[src/rtl/residual_norms_engine_defines.svh]
// ----------------------------------------------------------------------------
// residual_norms_engine_defines
// Assertion macros shared by the residual norms engine.
// ----------------------------------------------------------------------------
`ifndef RESIDUAL_NORMS_ENGINE_DEFINES_SVH
`define RESIDUAL_NORMS_ENGINE_DEFINES_SVH

// same-cycle implication, checked outside reset
`define RNE_ASSERT_NOW(lbl, ante, cons) \
  lbl: assert property (@(posedge clk) disable iff (!rst_n) (ante) |-> (cons)) \
    else $error("rne assertion failed");

// next-cycle implication, checked outside reset
`define RNE_ASSERT_NEXT(lbl, ante, cons) \
  lbl: assert property (@(posedge clk) disable iff (!rst_n) (ante) |=> (cons)) \
    else $error("rne assertion failed");

`endif

[src/rtl/rne_pkg.sv]
// ----------------------------------------------------------------------------
// rne_pkg
// Types and constants of the residual norms engine.
// ----------------------------------------------------------------------------
package rne_pkg;

  localparam int ACC_W   = 39;  // row dot product, signed Q.24
  localparam int DIFF_W  = 40;  // dot minus b, signed Q.24
  localparam int RES_W   = 24;  // residual, unsigned Q12.12
  localparam int ONE_W   = 30;
  localparam int SQ_W    = 2 * RES_W;
  localparam int SQS_W   = 54;
  localparam int TWO_W   = 27;
  localparam int QDEPTH  = 4;
  localparam int QPTR_W  = $clog2(QDEPTH);
  localparam int QCNT_W  = $clog2(QDEPTH + 1);

  typedef struct packed {
    logic signed [15:0] a_elem;
    logic signed [15:0] x_elem;
    logic signed [15:0] b_elem;
    logic               row_end;
    logic               matrix_end;
  } in_item_t;

  typedef struct packed {
    logic [ONE_W-1:0] norm_one;
    logic [TWO_W-1:0] norm_two;
    logic [RES_W-1:0] norm_inf;
    logic             saturated;
  } out_item_t;

  // one closed row, handed from front to back
  typedef struct packed {
    logic [RES_W-1:0] residual;
    logic             sat;
    logic             mend;
  } res_rec_t;

  typedef struct packed {
    logic [QCNT_W-1:0] count;
    logic              nonempty;
  } q_stat_t;

endpackage

[src/rtl/rne_front.sv]
// ----------------------------------------------------------------------------
// rne_front
// Element stream front end: products, row accumulation, residual per row.
// ----------------------------------------------------------------------------
module rne_front (
  input  logic              clk,
  input  logic              rst_n,
  input  logic              in_valid,
  output logic              in_ready,
  input  rne_pkg::in_item_t in_data,
  input  rne_pkg::q_stat_t  q_stat,
  output logic              push_v,
  output rne_pkg::res_rec_t push_rec
);
  import rne_pkg::*;

  logic                     s1_v_r, s1_close_r, s1_mend_r;
  logic signed [31:0]       prod_r;
  logic [15:0]              s1_b_r;
  logic [ACC_W-1:0]         acc_r, acc_nxt;
  logic                     s2_v_r, s2_mend_r;
  logic [ACC_W-1:0]         s2_acc_r;
  logic [15:0]              s2_b_r;
  logic                     s3_v_r, s3_mend_r;
  logic [DIFF_W-1:0]        s3_diff_r;
  logic [DIFF_W-1:0]        sum40;
  logic [ACC_W-1:0]         acc_sat;
  logic [DIFF_W-1:0]        diff_nxt;
  logic                     neg;
  logic [DIFF_W-1:0]        mag_sel;
  logic [DIFF_W:0]          rnd;
  logic [DIFF_W-12:0]       r_full;
  logic                     r_sat;
  logic [QCNT_W+1:0]        pending;
  logic                     accept;

  // every row close in flight holds a queue slot
  assign pending = {2'b00, q_stat.count} + (QCNT_W+2)'(s1_v_r & s1_close_r)
                 + (QCNT_W+2)'(s2_v_r) + (QCNT_W+2)'(s3_v_r);
  assign in_ready = pending < (QCNT_W+2)'(QDEPTH);
  assign accept   = in_valid & in_ready;

  // accumulate with saturation at the 39-bit signed limits
  assign sum40 = {acc_r[ACC_W-1], acc_r} + {{(DIFF_W-32){prod_r[31]}}, prod_r};
  always_comb begin
    if (sum40[DIFF_W-1] == sum40[DIFF_W-2]) begin
      acc_sat = sum40[ACC_W-1:0];
    end else if (!sum40[DIFF_W-1]) begin
      acc_sat = {1'b0, {(ACC_W-1){1'b1}}};
    end else begin
      acc_sat = {1'b1, {(ACC_W-1){1'b0}}};
    end
  end

  always_comb begin
    acc_nxt = acc_r;
    if (s1_v_r) begin
      acc_nxt = s1_close_r ? '0 : acc_sat;
    end
  end

  assign diff_nxt = {s2_acc_r[ACC_W-1], s2_acc_r}
                  - {{(DIFF_W-28){s2_b_r[15]}}, s2_b_r, 12'b0};

  // |diff| rounded half up: for negative diff, -diff + 2048 = ~diff + 2049
  assign neg     = s3_diff_r[DIFF_W-1];
  assign mag_sel = neg ? ~s3_diff_r : s3_diff_r;
  assign rnd     = {1'b0, mag_sel} + (neg ? (DIFF_W+1)'(2049) : (DIFF_W+1)'(2048));
  assign r_full  = rnd[DIFF_W:12];
  assign r_sat   = |r_full[DIFF_W-12:RES_W];

  assign push_v            = s3_v_r;
  assign push_rec.residual = r_sat ? {RES_W{1'b1}} : r_full[RES_W-1:0];
  assign push_rec.sat      = r_sat;
  assign push_rec.mend     = s3_mend_r;

  always_ff @(posedge clk) begin
    if (!rst_n) begin
      s1_v_r <= 1'b0;
      s2_v_r <= 1'b0;
      s3_v_r <= 1'b0;
      acc_r  <= '0;
    end else begin
      s1_v_r <= accept;
      s2_v_r <= s1_v_r & s1_close_r;
      s3_v_r <= s2_v_r;
      acc_r  <= acc_nxt;
    end
  end

  always_ff @(posedge clk) begin
    if (accept) begin
      prod_r     <= in_data.a_elem * in_data.x_elem;
      s1_b_r     <= in_data.b_elem;
      s1_close_r <= in_data.row_end | in_data.matrix_end;
      s1_mend_r  <= in_data.matrix_end;
    end
    if (s1_v_r && s1_close_r) begin
      s2_acc_r  <= acc_sat;
      s2_b_r    <= s1_b_r;
      s2_mend_r <= s1_mend_r;
    end
    if (s2_v_r) begin
      s3_diff_r <= diff_nxt;
      s3_mend_r <= s2_mend_r;
    end
  end

endmodule

[src/rtl/rne_queue.sv]
// ----------------------------------------------------------------------------
// rne_queue
// Small FIFO of closed-row records between front and back.
// ----------------------------------------------------------------------------
module rne_queue (
  input  logic              clk,
  input  logic              rst_n,
  input  logic              push_v,
  input  rne_pkg::res_rec_t push_rec,
  input  logic              pop,
  output rne_pkg::res_rec_t head_rec,
  output rne_pkg::q_stat_t  q_stat
);
  import rne_pkg::*;

  res_rec_t          q_mem_r [QDEPTH];
  logic [QPTR_W-1:0] wr_ptr_r, rd_ptr_r;
  logic [QCNT_W-1:0] count_r, count_nxt;

  always_comb begin
    count_nxt = count_r;
    if (push_v && !pop) begin
      count_nxt = count_r + 1'b1;
    end else if (pop && !push_v) begin
      count_nxt = count_r - 1'b1;
    end
  end

  always_ff @(posedge clk) begin
    if (!rst_n) begin
      wr_ptr_r <= '0;
      rd_ptr_r <= '0;
      count_r  <= '0;
    end else begin
      if (push_v) begin
        wr_ptr_r <= wr_ptr_r + 1'b1;
      end
      if (pop) begin
        rd_ptr_r <= rd_ptr_r + 1'b1;
      end
      count_r <= count_nxt;
    end
  end

  always_ff @(posedge clk) begin
    if (push_v) begin
      q_mem_r[wr_ptr_r] <= push_rec;
    end
  end

  assign head_rec        = q_mem_r[rd_ptr_r];
  assign q_stat.count    = count_r;
  assign q_stat.nonempty = count_r != '0;

endmodule

[src/rtl/rne_back.sv]
// ----------------------------------------------------------------------------
// rne_back
// Norm accumulation, iterative square root and result register.
// ----------------------------------------------------------------------------
module rne_back (
  input  logic               clk,
  input  logic               rst_n,
  input  rne_pkg::res_rec_t  head_rec,
  input  rne_pkg::q_stat_t   q_stat,
  output logic               pop,
  output logic               out_valid,
  input  logic               out_ready,
  output rne_pkg::out_item_t out_data
);
  import rne_pkg::*;

  typedef enum logic [4:0] {
    ST_IDLE = 5'b00001,
    ST_MUL  = 5'b00010,
    ST_ACC  = 5'b00100,
    ST_SQRT = 5'b01000,
    ST_DONE = 5'b10000
  } bst_t;

  bst_t             st_r, st_nxt;
  res_rec_t         rec_r;
  logic [SQ_W-1:0]  sq_r;
  logic [ONE_W-1:0] abs_sum_r;
  logic [SQS_W-1:0] sq_sum_r;
  logic [RES_W-1:0] max_r;
  logic             sat_r;
  logic [ONE_W-1:0] h_one_r;
  logic [RES_W-1:0] h_inf_r;
  logic             h_sat_r;
  logic [SQS_W-1:0] sq_val_r;
  logic [TWO_W:0]   rem_r;
  logic [TWO_W-1:0] root_r;
  logic [4:0]       step_r;
  logic             out_valid_r;
  out_item_t        out_data_r;

  logic [ONE_W:0]   s1;
  logic [SQS_W:0]   s2;
  logic [ONE_W-1:0] abs_n;
  logic [SQS_W-1:0] sq_n;
  logic [RES_W-1:0] max_n;
  logic             sat_n;
  logic [TWO_W+2:0] rem_sh, trial;
  logic             ge;
  logic             out_load;

  assign s1    = {1'b0, abs_sum_r} + (ONE_W+1)'(rec_r.residual);
  assign abs_n = s1[ONE_W] ? {ONE_W{1'b1}} : s1[ONE_W-1:0];
  assign s2    = {1'b0, sq_sum_r} + (SQS_W+1)'(sq_r);
  assign sq_n  = s2[SQS_W] ? {SQS_W{1'b1}} : s2[SQS_W-1:0];
  assign max_n = (rec_r.residual > max_r) ? rec_r.residual : max_r;
  assign sat_n = sat_r | rec_r.sat;

  // restoring square root, two radicand bits per step
  assign rem_sh = {rem_r, sq_val_r[SQS_W-1:SQS_W-2]};
  assign trial  = {1'b0, root_r, 2'b01};
  assign ge     = rem_sh >= trial;

  assign pop      = (st_r == ST_IDLE) && q_stat.nonempty;
  assign out_load = (st_r == ST_DONE) && (!out_valid_r || out_ready);

  always_comb begin
    st_nxt = st_r;
    case (st_r)
      ST_IDLE: if (q_stat.nonempty) st_nxt = ST_MUL;
      ST_MUL:  st_nxt = ST_ACC;
      ST_ACC:  st_nxt = rec_r.mend ? ST_SQRT : ST_IDLE;
      ST_SQRT: if (step_r == 5'(TWO_W - 1)) st_nxt = ST_DONE;
      ST_DONE: if (out_load) st_nxt = ST_IDLE;
      default: st_nxt = ST_IDLE;
    endcase
  end

  always_ff @(posedge clk) begin
    if (!rst_n) begin
      st_r        <= ST_IDLE;
      out_valid_r <= 1'b0;
      abs_sum_r   <= '0;
      sq_sum_r    <= '0;
      max_r       <= '0;
      sat_r       <= 1'b0;
    end else begin
      st_r <= st_nxt;
      if (out_load) begin
        out_valid_r <= 1'b1;
      end else if (out_ready) begin
        out_valid_r <= 1'b0;
      end
      if (st_r == ST_ACC) begin
        if (rec_r.mend) begin
          abs_sum_r <= '0;
          sq_sum_r  <= '0;
          max_r     <= '0;
          sat_r     <= 1'b0;
        end else begin
          abs_sum_r <= abs_n;
          sq_sum_r  <= sq_n;
          max_r     <= max_n;
          sat_r     <= sat_n;
        end
      end
    end
  end

  always_ff @(posedge clk) begin
    if (pop) begin
      rec_r <= head_rec;
    end
    if (st_r == ST_MUL) begin
      sq_r <= rec_r.residual * rec_r.residual;
    end
    if (st_r == ST_ACC && rec_r.mend) begin
      h_one_r  <= abs_n;
      h_inf_r  <= max_n;
      h_sat_r  <= sat_n;
      sq_val_r <= sq_n;
      rem_r    <= '0;
      root_r   <= '0;
      step_r   <= '0;
    end
    if (st_r == ST_SQRT) begin
      rem_r    <= ge ? (TWO_W+1)'(rem_sh - trial) : rem_sh[TWO_W:0];
      root_r   <= {root_r[TWO_W-2:0], ge};
      sq_val_r <= {sq_val_r[SQS_W-3:0], 2'b00};
      step_r   <= step_r + 1'b1;
    end
    if (out_load) begin
      out_data_r.norm_one  <= h_one_r;
      out_data_r.norm_two  <= root_r;
      out_data_r.norm_inf  <= h_inf_r;
      out_data_r.saturated <= h_sat_r;
    end
  end

  assign out_valid = out_valid_r;
  assign out_data  = out_data_r;

endmodule

[src/rtl/residual_norms_engine.sv]
// ----------------------------------------------------------------------------
// residual_norms_engine
// 1-, 2- and infinity-norms of the residual Ax-b over a streamed matrix.
// ----------------------------------------------------------------------------
// Input channel (in_valid/in_ready/in_data): one item per matrix element with
// the matching x element; the item with row_end carries b for that row and
// the item with matrix_end closes the matrix. Elements are taken at one per
// cycle while in_ready is high; the front multiplies, accumulates and forms
// each row's residual in a three-stage pipeline and drops it into a
// four-entry queue. The back pops one row record and finishes it before it
// takes the next (square on the multiplier, then saturating sums and max).
// On a matrix end it runs a restoring square root, one result bit per cycle,
// then loads the root with the 1- and infinity-norms into the output register
// on out_valid/out_data. in_ready drops only when queued plus in-flight row
// closes fill the queue. Result channel: held in an output register; while
// the receiver stalls the back keeps working on the next matrix until it has
// another result ready. Reset (rst_n low, synchronous) clears all sums,
// pipeline and queue state; norm sums and max clear again at each matrix end.
// ----------------------------------------------------------------------------
`include "residual_norms_engine_defines.svh"

module residual_norms_engine (
  input  logic               clk,
  input  logic               rst_n,
  input  logic               in_valid,
  output logic               in_ready,
  input  rne_pkg::in_item_t  in_data,
  output logic               out_valid,
  input  logic               out_ready,
  output rne_pkg::out_item_t out_data
);
  import rne_pkg::*;

  logic     push_v;
  res_rec_t push_rec;
  res_rec_t head_rec;
  q_stat_t  q_stat;
  logic     pop;

  rne_front u_front (
    .clk      (clk),
    .rst_n    (rst_n),
    .in_valid (in_valid),
    .in_ready (in_ready),
    .in_data  (in_data),
    .q_stat   (q_stat),
    .push_v   (push_v),
    .push_rec (push_rec)
  );

  rne_queue u_queue (
    .clk      (clk),
    .rst_n    (rst_n),
    .push_v   (push_v),
    .push_rec (push_rec),
    .pop      (pop),
    .head_rec (head_rec),
    .q_stat   (q_stat)
  );

  rne_back u_back (
    .clk       (clk),
    .rst_n     (rst_n),
    .head_rec  (head_rec),
    .q_stat    (q_stat),
    .pop       (pop),
    .out_valid (out_valid),
    .out_ready (out_ready),
    .out_data  (out_data)
  );

  `RNE_ASSERT_NOW(a_accept_room, in_valid && in_ready, q_stat.count < QCNT_W'(QDEPTH))
  `RNE_ASSERT_NOW(a_push_room, push_v, q_stat.count < QCNT_W'(QDEPTH) || pop)
  `RNE_ASSERT_NOW(a_pop_nonempty, pop, q_stat.nonempty)
  `RNE_ASSERT_NEXT(a_pop_busy, pop, !pop)

endmodule
[config.mk]
export PLATFORM = sky130hd
export DESIGN_NAME = residual_norms_engine
export DESIGN_NICKNAME = d
export VERILOG_FILES = /design/src/rtl/rne_pkg.sv /design/src/rtl/rne_front.sv /design/src/rtl/rne_queue.sv /design/src/rtl/rne_back.sv /design/src/rtl/residual_norms_engine.sv
export VERILOG_INCLUDE_DIRS = /design/src /design/src/rtl
export SDC_FILE = /design/constraint.sdc
export NUM_CORES = 2
export LEC_CHECK = 0
export BUFFER_PORTS_ARGS = -buffer_cell sky130_fd_sc_hd__buf_2
export CAP_MARGIN = 0
export CORE_AREA = 3 3 506 508
export DETAILED_ROUTE_END_ITERATION = 8
export DIE_AREA = 0 0 509 511
export PLACE_DENSITY = 0.41
export SETUP_SLACK_MARGIN = 0.1
export SLEW_MARGIN = 10
export SYNTH_ARGS = -nofsm -noshare
export SYNTH_HDL_FRONTEND = slang
export SYNTH_HIERARCHICAL = 1
export SYNTH_SLANG_ARGS = --single-unit
export TNS_END_PERCENT = 20
[constraint.sdc]
create_clock -name clk -period 7.21 [get_ports clk]
set_clock_uncertainty 0.15 [all_clocks]
set_input_delay 0.3605 -clock clk [delete_from_list [all_inputs] [get_ports clk]]
set_output_delay 0.3605 -clock clk [all_outputs]
set_load 0.005 [all_outputs]
==> impl_metrics.ini <==
[outcome]
status = finished with violations
violations = negative setup slack

[sta]
worst_pin_slew_ns = 1.079
min_period_ns = 7.290
slew_viol_final = 0
fmax_mhz = 137.2
setup_ws_ns = -0.08011
hold_viol = 0
rsz0062_at_grt = true
period_share_pct = 101.1
setup_viol = 6
slew-limit-headroom_pct = 27.84
whs_ns = 0.04498

[drt]
vias_per_cell = 4.400
drc_errors = 0
wl_per_cell_microns = 17.42
drt-total-wl_microns = 172100
drt-initial-drc-count = 2003
first_pass_iters = 5
num_vias = 43480
drtAntennaViolNets = 0

[grt]
grt-ovfl-total = 0
grt_pass1_wl_microns = 272500
track_usage_pct = 13.24
grt_pass1_vias = 46720
antenna_found_initial = 21
grt_max_degree = 79

[synth]
async_reset_ff_share_pct = 0
synth.avg_cell_area_sq_um = 10.37
syn_inst = 6076
yosysTopAreaCell = edfxtp_1
ys_types = 113
ys_seq_area_share_pct = 32.65
yosys_most_used_dff = edfxtp_1
syn_area_sq_mm = 0.06300
synth-edff-count = 573
synth_seq_cells = 741
synth.top_cell.area_share_pct = 27.31
synth_area_leaders = edfxtp_1, fa_1, ha_1
syn_nets = 7285
yosys_warnings = 6

[cells_and_area]
drive_gt1_share_pct = 13.02
syn_to_final_growth_pct = 17.18
num-nets-final = 7661
final_cell_mix = inv_1, fa_1, nand2_1
final_common_cell = inv_1

[clock_tree]
cts_buffers = 87
clk_latency_ns = 0.73
cts_tree = built
cts-htree-levels = 3
root_buffer = clkbuf_16
cts.sinks = 741
clockBufferDepth = 3
clk_pin_slew_ns = 0.07

[floorplan]
rows = 184
die_area_sq_mm = 0.2601
die_h_microns = 511
ios = 138
die_w_microns = 509
start_util_pct = 25.04
core_sq_mm = 0.2516

[setup_path]
critPathLaunchType = flop
ff2ff_setup_slack_ns = -0.08
critPathMaxFanout = 6
worstSetupPathType = flop to flop
rr_endpoint = u_back/sq_r[46]
cp.required_ns = 7.55
r2r_start = u_back/rec_r[8]
cp-end-kind = flop
reg2reg_depth = 27
arrival_ns = 7.63

[hold_path]
min_path_cells = 2
min_to = u_front/prod_r[0]
hold_path.class = input port to flop
hp-start = in_data[18]

[placed_design]
dp_hpwl_microns = 135400
portBuffers = 137
gp_congestion = 0.8277

[run]
cap_violations = 0
critical path: stages, from the launching register on:
cell and delay, ns:
edfxtp_1 0.44, buf_6 0.16, clkbuf_16 0.16, and2_4 0.14
buf_6 0.11, fa_2 0.46, fa_1 0.55, fa_2 0.47
fa_2 0.58, fa_1 0.44, fa_1 0.51, inv_2 0.04
fa_1 0.54, inv_2 0.05, ha_4 0.23, and3_4 0.19
a221oi_4 0.26, o221ai_2 0.15, buf_4 0.15, a21o_1 0.18
o31ai_4 0.29, buf_4 0.16, buf_4 0.11, o21ai_4 0.07
nand4_1 0.10, nand4b_1 0.12, a21oi_2 0.16, xnor2_1 0.07
cells in the mapped netlist (22+ instances only):
master / instances
nor2_1: 305
edfxtp_1: 573
mux2i_1: 22
inv_1: 1030
fa_1: 700
and2_1: 270
nor2b_1: 37
xnor2_1: 160
nand2b_1: 32
maj3_1: 28
a21oi_1: 258
o21ai_0: 161
a211oi_1: 31
a221o_1: 22
nor3_1: 49
ha_1: 455
nand4_1: 43
nand2_1: 590
xor2_1: 101
o21bai_1: 26
a22o_1: 65
and3_1: 31
a21o_1: 129
o31ai_1: 23
o21a_1: 42
dfxtp_1: 168
o21ai_1: 92
o211ai_1: 23
nand3_1: 67
clkbuf_1: 175
buf_2: 27
state kept, by name, indices dropped and copies added (netlist names), 32 cells and up, named ones only:
register,cells
u_back/out_data,82
u_back/sq_r,47
u_back/sq_sum_r,54
u_back/sq_val_r,54
u_front/acc_r,39
u_front/prod_r,32
u_front/s2_acc_r,39
u_front/s3_diff_r,40
u_queue/q_mem_r,104
worst max path at each step:
stage | from | to | slack [ns] | depth (start not counted)
2_1_floorplan | u_back/rec_r[8] | u_back/sq_r[40] | 0.09 | 27
3_3_place_gp | u_back/rec_r[16] | u_back/sq_r[47] | -0.33 | 24
3_5_place_dp | u_back/rec_r[16] | u_back/sq_r[47] | -0.39 | 24
4_1_cts | u_back/rec_r[21] | u_back/sq_r[40] | -0.12 | 26
5_1_grt | u_back/rec_r[3] | u_back/sq_r[40] | -0.37 | 26
6_report | u_back/rec_r[8] | u_back/sq_r[46] | -0.08 | 27
kinds of logic after synthesis:
group | Yosys count | synth area share, %
and+or+nand+nor | 1513 | 11.46
buffers and inverters | 1260 | 7.740
adders and majority gates | 1183 | 31.73
AOI/OAI and AO/OA | 1054 | 11.19
DFF | 741 | 32.65
xor gates and xnor gates | 262 | 3.654
muxes | 63 | 1.583
metal layers:
layer | part of all wire (%) | vias up | wire, microns | GRT usage, %
li1 | - | 20970 | - | -
met4 | 2.3 | 6 | 3934 | 3.041
met2 | 47 | 642 | 80990 | 22.04
met1 | 47 | 21670 | 80650 | 18.09
met3 | 3.8 | 187 | 6481 | 1.926
met5 | 0.026 | - | 45 | 0
stage by stage:
| stage | setup WS [ns] | utilization (%) | area [sq um] | cells | TNS (ns) |
|---|---|---|---|---|---|
| global route | -0.3723 | 29.33 | 73810 | 9877 | -3.537 |
| detailed placement | -0.3857 | 27.63 | 69530 | 9644 | -2.068 |
| CTS | -0.1152 | 29.15 | 73350 | 9856 | -0.2279 |
| global placement | -0.3315 | 27.63 | 69530 | 9644 | -1.719 |
| floorplan | 0.09129 | - | 63150 | 6076 | 0 |
| finish | -0.08011 | 29.34 | 73820 | 9881 | -0.2468 |
layout make-up:
class | instances | area [sq um]
fill | 26280 | 177800
multi-input combinational | 4075 | 38130
timing repair buffer | 512 | 3824
tap | 3348 | 4189
antenna | 10 | 25.02
inverter | 1035 | 3895
sequential | 741 | 20570
clock buffer | 109 | 2321
clock inverter | 51 | 867.1
what timing repair did:
| action | CTS | global route |
|---|---|---|
| setup endpoints to repair | 19 | 23 |
| hold endpoints to repair | 27 | 0 |
| buffers inserted | 31 | 14 |
| hold buffers | 21 | 0 |
| gates cloned | 0 | 1 |
| gates resized for setup | 51 | 79 |
| pin swaps | 31 | 69 |
Power is not shown: default switching activity piles up to over one toggle a cycle in this logic, so the estimate is an artifact.
